## src/hw/rtl/lphm_pkg.sv

```systemverilog
// ----------------------------------------------------------------------------
// lphm_pkg: shared types and constants for the linear probing hash map
// Commands, result status codes, sequencer states and default sizes.
// ----------------------------------------------------------------------------
package lphm_pkg;

  // Default sizes. SLOTS must be a power of two.
  localparam int DEF_SLOTS      = 1024;
  localparam int DEF_KEY_BITS   = 32;
  localparam int DEF_VALUE_BITS = 32;

  // Fixed widths of the result fields.
  localparam int STATUS_BITS = 2;
  localparam int FOUND_BITS  = 32;

  typedef enum logic {
    CMD_INSERT = 1'b0,
    CMD_LOOKUP = 1'b1
  } cmd_t;

  typedef enum logic [STATUS_BITS-1:0] {
    STAT_OK   = 2'd0,
    STAT_MISS = 2'd1,
    STAT_FULL = 2'd2
  } status_t;

  typedef enum logic [1:0] {
    S_CLEAR,
    S_IDLE,
    S_PROBE,
    S_CHECK
  } state_t;

endpackage

```

## src/hw/rtl/lphm_hash.sv

```systemverilog
// ----------------------------------------------------------------------------
// lphm_hash: slot index hash
// Folds the key into slot index width by XORing its index-wide chunks.
// ----------------------------------------------------------------------------
module lphm_hash #(
  parameter int KEY_BITS = lphm_pkg::DEF_KEY_BITS,
  parameter int IDX_BITS = 10
) (
  input  logic [KEY_BITS-1:0] key,
  output logic [IDX_BITS-1:0] idx
);

  localparam int NCHUNK   = (KEY_BITS + IDX_BITS - 1) / IDX_BITS;
  localparam int EXT_BITS = NCHUNK * IDX_BITS;

  logic [EXT_BITS-1:0] key_ext;

  assign key_ext = EXT_BITS'(key);

  // The chunks are independent, so this is a flat XOR tree.
  always_comb begin
    logic [IDX_BITS-1:0] h;
    h = '0;
    for (int i = 0; i < NCHUNK; i++) begin
      h = h ^ key_ext[i*IDX_BITS +: IDX_BITS];
    end
    idx = h;
  end

endmodule

```

## config.mk

```make
export PLATFORM = sky130hd
export DESIGN_NAME = lphm_hash
export DESIGN_NICKNAME = d
export VERILOG_FILES = /design/src/hw/rtl/lphm_pkg.sv /design/src/hw/rtl/lphm_hash.sv
export SDC_FILE = /design/constraint.sdc
export NUM_CORES = 1
export LEC_CHECK = 0
export ABC_AREA = 1
export CAP_MARGIN = 20
export CORE_AREA = 2 2 39 41
export DETAILED_ROUTE_END_ITERATION = 16
export DIE_AREA = 0 0 41 43
export DONT_BUFFER_PORTS = 1
export REMOVE_ABC_BUFFERS = 1
export SETUP_SLACK_MARGIN = 0.4
export SLEW_MARGIN = 5
export SYNTH_ARGS = -nofsm -noshare
export SYNTH_HDL_FRONTEND = slang
export SYNTH_SLANG_ARGS = --single-unit
```

## constraint.sdc

```tcl
create_clock -name vclk -period 0.95
set_clock_uncertainty 0.2 [all_clocks]
set_input_delay 0 -clock vclk [all_inputs]
set_output_delay 0 -clock vclk [all_outputs]
set_load 0.01 [all_outputs]
```

==> reports/qor.txt <==
Simple-gate portion of the synthesized area = 66.3%
ANT nets after route = 0
GP Congestion = 0.557
Compound-cell area share of the yosys netlist = 0%
CP most frequent cell = nand2_1
Fillers = 169
Post-Syn Instances = 102
Crit-path cells = nor2_4, inv_1, nand2_1, nand2_1, nand2_2
GRT Total Usage = 8.79%
Pin count of the biggest net entering global routing = 4
Largest area contributor in the netlist = nand2_1
Iteration-0 DRC Markers = 3
Routed wire length = 916 um
Fin Hold WS = -0.0625 ns
Layout clock buffers = 0
Vias per Instance = 4.45
Dpl hpwl = 781 um
Post-synthesis cell type count = 6
Syn_area_per_cell = 4.00 sq um
Worst Hold Class = input pin to primary output
Endpoints failing setup = 0
Multiplexer share of the synthesized area = 0%
Multi-input gate area = 359 sq um
Layout Nets = 136
Die Y = 43 um
Fraction of layout cells with a size suffix above 1 = 24.5%
Pins Over Slew Limit = 0
Ys Warns = 0
Routed WL per cell = 7.76 um
Post-synthesis adder-cell area fraction = 0%
Status = finished with violations
Arr. time, crit path = 0.34 ns
# DRC = 0
LEAKAGE = 0.370 nW
Crit path max-delay family = simple AND/OR/NAND/NOR gates
Synth top area share = 51.5%
Placed Cells = 118
Post-CTS setup buffer count = 0
CP max FO = 2
Max Fclk = 1860 MHz
Final TNS setup = 0 ns
Worst VDD drop = 0.128 mV
Post-route insts no fill = 118
TritonRoute pass-1 iters = 3
Final period util = 56.5%
Slew margin rel. = 91.7%
Post-layout power = 0.000195 W
Final core utilization = 36.1%
First-pass GRT wire length = 1210 um
Grt ovf = 0
WS Path Type = input pin to primary output
Std-Cell Rows = 14
# IOs = 42
CP required = 0.75 ns
Via Count = 525
Post-route minimum period = 0.537 ns
Final Hold Fails = 10
Initial core utilization = 29.5%
Register Area = 0 sq um
Largest family of logic cells by synthesized area = simple AND/OR/NAND/NOR gates
Antenna violations before repair = 0
Die area = 0.00176 sq mm
CP Capture Type = primary output
Seq cells = 0
Buf+Inv Stages, Crit Path = 1
Crit-path max cell delay = 0.10 ns
CP max-delay cell = nor2_4
CORE AREA = 0.00138 sq mm
Max-cap violations = 0
Sequential area share after synthesis = 0%
Post-Synth XOR/XNOR Area = 4.29%
DIE WIDTH = 41 um
Unrepaired setup endpoints after global routing = true
PwrDens = 390 mW/mm^2
Cell Area, Synth = 408 sq um
Port bufs = 0
Failing checks = hold timing
Ant diodes = 0
Tightest Pin Transition = 0.124 ns
Synth-to-layout area growth = 22.4%
Number of global-route vias before repair = 393
Crit start category = input pin
Top cells by area, synth = nand2_1 52%, inv_1 29%, nand3_1 9.8%
[through the flow]
stage | area (sq um) | worst slack [ns]
4_1_cts | 430 | 0.407
5_1_grt | 499 | 0.342
3_5_place_dp | 428 | 0.391
2_1_floorplan | 408 | 0.438
6_report | 499 | 0.413
3_3_place_gp | 428 | 0.418
[where the power goes]
group	leakage, nW	total [W]	internal [W]	switching, W
clock network	0	0	0	0
registers	0	0	0	0
logic	0.370	0.000195	0.0000786	0.000116
[placed cells by master (no fill, tap or decap)]
| master | n |
|---|---|
| inv_2 | 4 |
| nor2_2 | 1 |
| inv_1 | 28 |
| nor2_1 | 1 |
| nand2_2 | 17 |
| xnor2_1 | 2 |
| nand2_1 | 38 |
| nand3_1 | 8 |
| nor2_4 | 2 |
| nand2_8 | 1 |
[routing by layer]
layer / track usage [%] / vias to the layer above / wire (um)
met5: 0 / - / 0
met4: 0 / 0 / 0
met3: 0.524 / 0 / 105
met2: 19.7 / 30 / 503
met1: 7.59 / 213 / 308
li1: - / 282 / -
[cell families (layout without fill, tap and decap cells)]
group         Yosys count  count (layout)
xor+xnor                2               2
buf+inv                32              32
simple gates           68              68
[Yosys cell counts]
library cell,count
nand2_1,56
inv_1,32
nand3_1,8
nor2_1,2
nor2_2,2
xnor2_1,2
[final timing paths]
path / start / endpoint / slack (ns) / depth (start not counted)
max: key[11] / idx[1] / 0.41 / 5
min: key[22] / idx[2] / -0.06 / 2
[final cells by class]
cell class                      count  share of cell area (%)
Inverter                           32                    24.1
Tap cell                           16                    4.01
Multi-Input combinational cell     70                    71.9
[timing repair]
item | 4_1_cts | 5_1_grt
resized for setup | 1 | 26
hold endpoints to repair | 10 | 9
pin swaps | 1 | 15
endpoints found under the setup margin | 1 | 8
Note: power is estimated with default switching activity, not from simulation.
